`src/hw/rtl/msd_pkg.sv`:
```
// Shared types and constants for the motor stall detector.
package msd_pkg;

    localparam int SAMPLE_W = 16;
    localparam int THRESH_W = 16;
    localparam int IN_TDATA_W = 48;
    localparam int OUT_TDATA_W = 8;
    localparam int CFG_IDX_W = 1;

    typedef logic signed [SAMPLE_W-1:0] t_sample;
    typedef logic [THRESH_W-1:0] t_thresh;

    // One velocity and two drive values moving together along a chain.
    typedef struct packed {
        t_sample left;
        t_sample right;
        t_sample velocity;
    } t_triple;

    localparam t_sample SIG_MAX = 16'sh7FFF;
    localparam t_sample SIG_MIN = -16'sh8000;

    localparam logic [CFG_IDX_W-1:0] CFG_VELOCITY_DROP = 1'b0;
    localparam logic [CFG_IDX_W-1:0] CFG_DRIVE_RISE = 1'b1;

    localparam t_thresh VELOCITY_DROP_RESET = 16'd26;
    localparam t_thresh DRIVE_RISE_RESET = 16'd1280;

endpackage

```
`src/hw/rtl/msd_cell.sv`:
```
// One tap of a delay chain holding a velocity and two drive values.
module msd_cell (
    input  logic            i_clk,
    input  logic            i_rst_n,
    input  logic            i_shift,
    input  msd_pkg::t_triple i_prev,
    output msd_pkg::t_triple o_value
);
    import msd_pkg::*;

    t_triple r_value;

    always_ff @(posedge i_clk) begin
        if (!i_rst_n) begin
            r_value <= '0;
        end else if (i_shift) begin
            r_value <= i_prev;
        end
    end

    assign o_value = r_value;

endmodule

```
`src/hw/rtl/msd_avg.sv`:
```
// Running window sum of one signal with a floor-rounded, saturated average.
module msd_avg #(
    parameter int WINDOW_DEPTH = 4
) (
    input  logic            i_clk,
    input  logic            i_rst_n,
    input  logic            i_load,
    input  msd_pkg::t_sample i_sample,
    input  msd_pkg::t_sample i_oldest,
    output msd_pkg::t_sample o_avg
);
    import msd_pkg::*;

    localparam int SumW = SAMPLE_W + $clog2(WINDOW_DEPTH);
    localparam int Shift = $clog2(WINDOW_DEPTH + 1) - 1;
    localparam logic signed [SumW-1:0] SatMax = SumW'(SIG_MAX);
    localparam logic signed [SumW-1:0] SatMin = SumW'(SIG_MIN);

    logic signed [SumW-1:0] r_sum;
    logic signed [SumW-1:0] n_sum;
    logic signed [SumW-1:0] w_shifted;

    // The sample leaving the window is taken off as the new one comes in.
    assign n_sum = r_sum + SumW'(i_sample) - SumW'(i_oldest);

    always_ff @(posedge i_clk) begin
        if (!i_rst_n) begin
            r_sum <= '0;
        end else if (i_load) begin
            r_sum <= n_sum;
        end
    end

    // An arithmetic shift rounds towards minus infinity.
    assign w_shifted = r_sum >>> Shift;

    always_comb begin
        if (w_shifted > SatMax) begin
            o_avg = SIG_MAX;
        end else if (w_shifted < SatMin) begin
            o_avg = SIG_MIN;
        end else begin
            o_avg = w_shifted[SAMPLE_W-1:0];
        end
    end

endmodule

```
`src/hw/rtl/motor_stall_detector_core.sv`:
```
// Top level of the motor stall detector: window and history chains, warm-up and decision.
//
// Usage: each request on the slave stream carries one velocity sample and the
// right and left PWM drive samples. Every request produces exactly one result
// on the master stream, holding the blocked flag and an evaluated bit.
// The two thresholds are written through the plain write port by the user, only while
// the block is idle; it does not enforce this. Index 0: velocity drop, 1: drive rise.
//
// Timing: a request's result passes three register stages (running sums, history
// push, decision) before it shows at the output. A new request is taken every
// cycle while the output is not stalled, so throughput is then one item per clock.
//
// Reset clears the windows, the history, the running sums, the warm-up count
// and the held blocked flag, and loads the thresholds with their defaults.
// When the receiver stalls, the result stays in the output register and the
// stages behind it keep filling; tready falls only once all three are full.
module motor_stall_detector_core #(
    parameter int WINDOW_DEPTH = 4,
    parameter int HISTORY_DEPTH = 10,
    parameter int WARMUP_SAMPLES = 10
) (
    input  logic                                i_clk,
    input  logic                                i_rst_n,
    // Fields from bit 0: velocity[15:0], drive_right[31:16], drive_left[47:32].
    input  logic [msd_pkg::IN_TDATA_W-1:0]      i_s_axis_tdata,
    input  logic                                i_s_axis_tvalid,
    output logic                                o_s_axis_tready,
    // Fields from bit 0: blocked[0], evaluated[1], zero fill [7:2].
    output logic [msd_pkg::OUT_TDATA_W-1:0]     o_m_axis_tdata,
    output logic                                o_m_axis_tvalid,
    input  logic                                i_m_axis_tready,
    input  logic                                i_cfg_we,
    input  logic [msd_pkg::CFG_IDX_W-1:0]       i_cfg_idx,
    input  logic [msd_pkg::THRESH_W-1:0]        i_cfg_wdata
);
    import msd_pkg::*;

    localparam int CntW = $clog2(WARMUP_SAMPLES + 1);
    localparam logic [CntW-1:0] WarmupLast = CntW'(WARMUP_SAMPLES);
    localparam logic [CntW-1:0] WarmupHold = CntW'(WARMUP_SAMPLES - 1);

    // Configuration registers.
    t_thresh r_vel_thresh;
    t_thresh r_drv_thresh;

    always_ff @(posedge i_clk) begin
        if (!i_rst_n) begin
            r_vel_thresh <= VELOCITY_DROP_RESET;
            r_drv_thresh <= DRIVE_RISE_RESET;
        end else if (i_cfg_we) begin
            unique case (i_cfg_idx)
                CFG_VELOCITY_DROP: r_vel_thresh <= i_cfg_wdata;
                CFG_DRIVE_RISE:    r_drv_thresh <= i_cfg_wdata;
                default: ;
            endcase
        end
    end

    // Pipeline flow control: each stage moves on when the one ahead is free.
    logic r_s1_valid, r_s2_valid, r_out_valid;
    logic w_out_free, w_s2_free, w_s1_free;
    logic w_s2_go, w_s1_go, w_accept;

    assign w_out_free = !r_out_valid || i_m_axis_tready;
    assign w_s2_go    = r_s2_valid && w_out_free;
    assign w_s2_free  = !r_s2_valid || w_out_free;
    assign w_s1_go    = r_s1_valid && w_s2_free;
    assign w_s1_free  = !r_s1_valid || w_s2_free;
    assign w_accept   = i_s_axis_tvalid && w_s1_free;
    assign o_s_axis_tready = w_s1_free;

    // Window chain: one cell per window slot, shifted on each accepted request.
    t_triple w_sample;
    t_triple w_win [WINDOW_DEPTH];

    assign w_sample.velocity = i_s_axis_tdata[15:0];
    assign w_sample.right    = i_s_axis_tdata[31:16];
    assign w_sample.left     = i_s_axis_tdata[47:32];

    for (genvar g = 0; g < WINDOW_DEPTH; g++) begin : g_win
        msd_cell u_cell (
            .i_clk   (i_clk),
            .i_rst_n (i_rst_n),
            .i_shift (w_accept),
            .i_prev  ((g == 0) ? w_sample : w_win[(g == 0) ? 0 : g - 1]),
            .o_value (w_win[g])
        );
    end

    // Running sums; the oldest window entry drops out as the new one enters.
    t_triple w_avg;

    msd_avg #(.WINDOW_DEPTH(WINDOW_DEPTH)) u_avg_vel (
        .i_clk    (i_clk),
        .i_rst_n  (i_rst_n),
        .i_load   (w_accept),
        .i_sample (w_sample.velocity),
        .i_oldest (w_win[WINDOW_DEPTH-1].velocity),
        .o_avg    (w_avg.velocity)
    );

    msd_avg #(.WINDOW_DEPTH(WINDOW_DEPTH)) u_avg_right (
        .i_clk    (i_clk),
        .i_rst_n  (i_rst_n),
        .i_load   (w_accept),
        .i_sample (w_sample.right),
        .i_oldest (w_win[WINDOW_DEPTH-1].right),
        .o_avg    (w_avg.right)
    );

    msd_avg #(.WINDOW_DEPTH(WINDOW_DEPTH)) u_avg_left (
        .i_clk    (i_clk),
        .i_rst_n  (i_rst_n),
        .i_load   (w_accept),
        .i_sample (w_sample.left),
        .i_oldest (w_win[WINDOW_DEPTH-1].left),
        .o_avg    (w_avg.left)
    );

    // Warm-up count: after the first evaluation it rests one below the limit,
    // so every later sample is evaluated too.
    logic [CntW-1:0] r_warm_cnt;
    logic [CntW-1:0] n_warm_cnt;
    logic            w_eval_now;
    logic            r_s1_eval, r_s2_eval;

    assign n_warm_cnt = r_warm_cnt + 1'b1;
    assign w_eval_now = (n_warm_cnt == WarmupLast);

    always_ff @(posedge i_clk) begin
        if (!i_rst_n) begin
            r_warm_cnt <= '0;
        end else if (w_accept) begin
            r_warm_cnt <= w_eval_now ? WarmupHold : n_warm_cnt;
        end
    end

    // History chain of averages, newest in cell 0, pushed as stage 1 drains.
    t_triple w_hist [HISTORY_DEPTH];

    for (genvar g = 0; g < HISTORY_DEPTH; g++) begin : g_hist
        msd_cell u_cell (
            .i_clk   (i_clk),
            .i_rst_n (i_rst_n),
            .i_shift (w_s1_go),
            .i_prev  ((g == 0) ? w_avg : w_hist[(g == 0) ? 0 : g - 1]),
            .o_value (w_hist[g])
        );
    end

    always_ff @(posedge i_clk) begin
        if (!i_rst_n) begin
            r_s1_valid <= 1'b0;
            r_s2_valid <= 1'b0;
        end else begin
            if (w_s1_free) begin
                r_s1_valid <= w_accept;
            end
            if (w_s2_free) begin
                r_s2_valid <= w_s1_go;
            end
        end
    end

    always_ff @(posedge i_clk) begin
        if (w_accept) begin
            r_s1_eval <= w_eval_now;
        end
        if (w_s1_go) begin
            r_s2_eval <= r_s1_eval;
        end
    end

    // Decision: newest against oldest average, exact 17-bit differences.
    logic signed [SAMPLE_W:0] w_drop, w_rise_r, w_rise_l;
    logic signed [SAMPLE_W:0] w_vel_th, w_drv_th;
    logic                     w_hit;
    t_triple                  w_new, w_old;

    assign w_new = w_hist[0];
    assign w_old = w_hist[HISTORY_DEPTH-1];

    assign w_drop   = (SAMPLE_W+1)'(w_old.velocity) - (SAMPLE_W+1)'(w_new.velocity);
    assign w_rise_r = (SAMPLE_W+1)'(w_new.right) - (SAMPLE_W+1)'(w_old.right);
    assign w_rise_l = (SAMPLE_W+1)'(w_new.left) - (SAMPLE_W+1)'(w_old.left);
    assign w_vel_th = $signed({1'b0, r_vel_thresh});
    assign w_drv_th = $signed({1'b0, r_drv_thresh});

    assign w_hit = (w_drop >= w_vel_th) && (w_rise_r >= w_drv_th) &&
                   (w_rise_l >= w_drv_th);

    // Held flag and output register.
    logic r_blocked_flag;
    logic r_out_blocked, r_out_eval;

    always_ff @(posedge i_clk) begin
        if (!i_rst_n) begin
            r_blocked_flag <= 1'b0;
            r_out_valid    <= 1'b0;
        end else begin
            if (w_s2_go && r_s2_eval) begin
                r_blocked_flag <= w_hit;
            end
            if (w_out_free) begin
                r_out_valid <= w_s2_go;
            end
        end
    end

    always_ff @(posedge i_clk) begin
        if (w_s2_go) begin
            r_out_blocked <= r_s2_eval ? w_hit : r_blocked_flag;
            r_out_eval    <= r_s2_eval;
        end
    end

    assign o_m_axis_tvalid = r_out_valid;
    assign o_m_axis_tdata  = {{(OUT_TDATA_W-2){1'b0}}, r_out_eval, r_out_blocked};

endmodule
```
`config.mk`:
```
export PLATFORM = sky130hd
export DESIGN_NAME = motor_stall_detector_core
export DESIGN_NICKNAME = d
export VERILOG_FILES = /design/src/hw/rtl/msd_pkg.sv /design/src/hw/rtl/msd_cell.sv /design/src/hw/rtl/msd_avg.sv /design/src/hw/rtl/motor_stall_detector_core.sv
export SDC_FILE = /design/constraint.sdc
export NUM_CORES = 2
export LEC_CHECK = 0
export BUFFER_PORTS_ARGS = -buffer_cell sky130_fd_sc_hd__buf_4
export CORE_MARGIN = 5
export CORE_UTILIZATION = 28
export CTS_CLUSTER_DIAMETER = 50
export DETAILED_ROUTE_END_ITERATION = 8
export HOLD_SLACK_MARGIN = 0.1
export MAX_ROUTING_LAYER = met4
export PLACE_DENSITY = 0.49
export SLEW_MARGIN = 40
export SYNTH_ARGS = -nofsm -noshare
export SYNTH_HDL_FRONTEND = slang
export SYNTH_SLANG_ARGS = --single-unit
```
`constraint.sdc`:
```
create_clock -name i_clk -period 6.6 [get_ports i_clk]
set_input_delay 1.32 -clock i_clk [delete_from_list [all_inputs] [get_ports i_clk]]
set_output_delay 1.32 -clock i_clk [all_outputs]
set_load 0.02 [all_outputs]
```
==> impl_metrics.toml <==
[run_status]
status = "finished clean"

[global_routing]
grt_pass1_vias = 24300
grt_pass1_wl_um = 126000
antenna_found_initial = 1
grt-ovfl-total = 0
grt_max_degree = 162
grt_use_total_pct = 12.0

[drt]
viasPerCell = 4.43
dr.pass1.iters = 5
post-route-drc-count = 0
drt_iter0_markers = 1768
via_count = 26500
routed_wl_um = 75900
ant_nets = 0
wl_per_cell_um = 12.7

[timing]
rsz0062_at_grt = "false"
setup_viol_count_final = 0
skew_ns = 0.0208
period_minus_slack_ns = 4.37
relSlewSlack_pct = 44.4
final.setup.tns_ns = 0
hold_viol = 0
worst_pin_slew_ns = 0.834
drv_slew = 0
fmax_mhz = 229
fin_crit_sh_pct = 66.2
postLayoutSetupSlackWorst_ns = 2.23

[synthesis]
yosysTopAreaCell = "dfxtp_1"
synth_edf_count = 4
yosysWarningCount = 0
yosys_register_bits = 770
synth_most_common_cell = "nand2_1"
ys_types = 68
syn_area_mm2 = 0.0336
syn_area_per_cell_um2 = 7.70
synthTopCellsByArea = "dfxtp_1 (46%), nand2_1 (17%), a21oi_1 (12%)"
netlist_top_cells_count = "nand2_1 (1503), a21oi_1 (813), dfxtp_1 (766), inv_1 (309), clkbuf_1 (235)"
synth-async-reset-ratio_pct = 0
syn-instance-count = 4369
synth_top_area_share_pct = 45.6
synth-seq-area-share_pct = 46.0
synth_flop_cell = "dfxtp_1"

[floorplanning]
ios = 80
dieArea_mm2 = 0.127
die-height_um = 357
initial_core_util_pct = 28.1
rows = 127
core_area_mm2 = 0.120
die_x_um = 357

[clocking]
post_cts_buffers = 0
cts-root-buf = "clkbuf_16"
h-tree-depth = 3
cts_tree = "done"
cts_max_path_buffers = 3
cts_sinks = 770
cts_resized = 0
clk_latency_ns = 0.64
cts_buffers = 89
holdBufCountCts = 0
path_clk_slew_ns = 0.06

[pwr]
power_frac_seq_pct = 38.6
p_leak_nw = 13.9
ir_drop_mv = 0.216
pwr-share-comb_pct = 23.2
internal-power_mw = 9.02
p_sw_share_pct = 30.6
power_density_mw_per_mm2 = 337
power_switching_mw = 3.97
clkPwrFrac_pct = 38.2

[placement]
post-place-ws_ns = 2.14
dp_hpwl_um = 47600
dp.cells = 5818
io_buffers = 73
gp_congestion = 0.803

[setup_path]
crit_type = "reg -> reg"
arrival_ns = 4.89
cp-end-kind = "flop"
startpoint_type = "flop"
crit_required_ns = 7.12
cp_max_fo = 4

[layout]
nFillCells = 12900
final_cells = 5983
nNetsFinal = 4576
area_growth_pct = 14.5
finish.utilization_pct = 32.2
diodes = 0
final_layout_size_suffix_gt1_share_pct = 6.09

[job]
drv_cap = 0

[worst_hold_path]
hold_class = "reg -> reg"
worst max-delay path, stage by stage (launching register included):
cell	delay (ns)
dfxtp_1	0.38
inv_1	0.06
ha_1	0.26
nor2b_1	0.12
o21ai_0	0.22
a21oi_1	0.19
o311a_1	0.44
o31ai_1	0.36
nand2b_1	0.11
a211oi_1	0.26
nor2_1	0.09
ha_1	0.30
and3_1	0.15
nand3_1	0.11
nor4_1	0.30
nor4_1	0.08
o211ai_1	0.09
o2111ai_1	0.14
nor4b_1	0.38
a31o_2	0.22
path summary, 6_finish.rpt:
| kind | cells after the start | slack [ns] | start | to |
|---|---|---|---|---|
| setup / recovery | 19 | 2.23 | g_hist[9].u_cell.o_value[17] | r_out_blocked |
| hold / removal | 0 | 0.42 | r_s1_eval | r_s2_eval |
| setup reg to reg | 19 | 2.23 | g_hist[9].u_cell.o_value[17] | r_out_blocked |
| hold reg to reg | 0 | 0.42 | r_s1_eval | r_s2_eval |
kinds of logic (layout without fill, tap and decap cells):
logic type | Yosys count | count (layout) | synth area share (%)
other cells | 1 | 6 | 0.0112
simple gates | 1731 | 1731 | 20.4
buf+inv | 574 | 571 | 6.56
fa+ha+maj | 209 | 209 | 8.98
xor+xnor | 69 | 69 | 1.80
mux | 3 | 3 | 0.0893
compound gates | 1012 | 1012 | 16.2
flops | 770 | 770 | 46.0
layout by cell type, fill, tap and decap left out, types with 10 or more instances in the layout:
cell / n
nand2_1: 1501
a21oi_1: 813
dfxtp_1: 766
inv_1: 308
ha_1: 155
clkbuf_16: 90
buf_4: 86
nor2_1: 78
o21ai_0: 62
fa_1: 54
xnor2_1: 53
nand3_1: 25
a21o_1: 23
nor2b_1: 21
nor3_1: 20
o21a_1: 19
nand2b_1: 18
clkbuf_8: 18
xor2_1: 16
nand4_1: 15
inv_6: 14
o211ai_1: 13
a211oi_1: 13
or3_1: 10
clkinv_2: 10
routing by layer:
metal | vias up | share of wire [%] | track usage (%)
met5 | - | 0 | -
met4 | 0 | 1.9 | 3.06
met3 | 95 | 3.4 | 1.90
met2 | 317 | 43 | 17.6
met1 | 12100 | 52 | 17.3
li1 | 14000 | - | -
state kept, by name, summed over array words and instances (netlist names):
signal,flops
r_blocked_flag,1
r_s1_valid,1
r_out_eval,1
r_warm_cnt,4
g_hist.u_cell.o_value,480
r_vel_thresh,16
g_win.u_cell.o_value,192
r_s1_eval,1
u_avg_right.r_sum,18
r_s2_eval,1
r_drv_thresh,16
o_m_axis_tvalid,1
r_out_blocked,1
r_s2_valid,1
u_avg_vel.r_sum,18
u_avg_left.r_sum,18
per-stage QoR:
step | hold slack, ns | area [um2] | total power [mW]
after global placement | 0.401 | 35400 | 8.13
after global routing | 0.434 | 38500 | 13.8
final | 0.421 | 38500 | 13.0
after floorplan | 0.400 | 33700 | 7.44
after detailed placement | 0.405 | 35500 | 8.14
after CTS | 0.419 | 38500 | 13.2
final cells by class:
cell class              instances  area (um2)  share of cell area [%]
multi-input cells            3030       16000                    41.6
flip-flops and latches        770       15500                    40.1
clock buffers                 117        2530                    6.58
well taps                    1612        2020                    5.24
inverters                     311        1200                    3.12
repair buffers                 95         807                    2.10
clock inverters                48         468                    1.22
power by group through the flow:
| stage | sequential, mW | combinational (mW) | clock, mW |
|---|---|---|---|
| final | 5.02 | 3.01 | 4.96 |
| after global routing | 5.04 | 3.47 | 5.33 |
| after CTS | 5.02 | 3.04 | 5.14 |
| after detailed placement | 5.12 | 3.02 | 0 |
| after global placement | 5.12 | 3.01 | 0 |
| after floorplan | 5.04 | 2.41 | 0 |
Note: power is estimated with default switching activity, not from simulation.
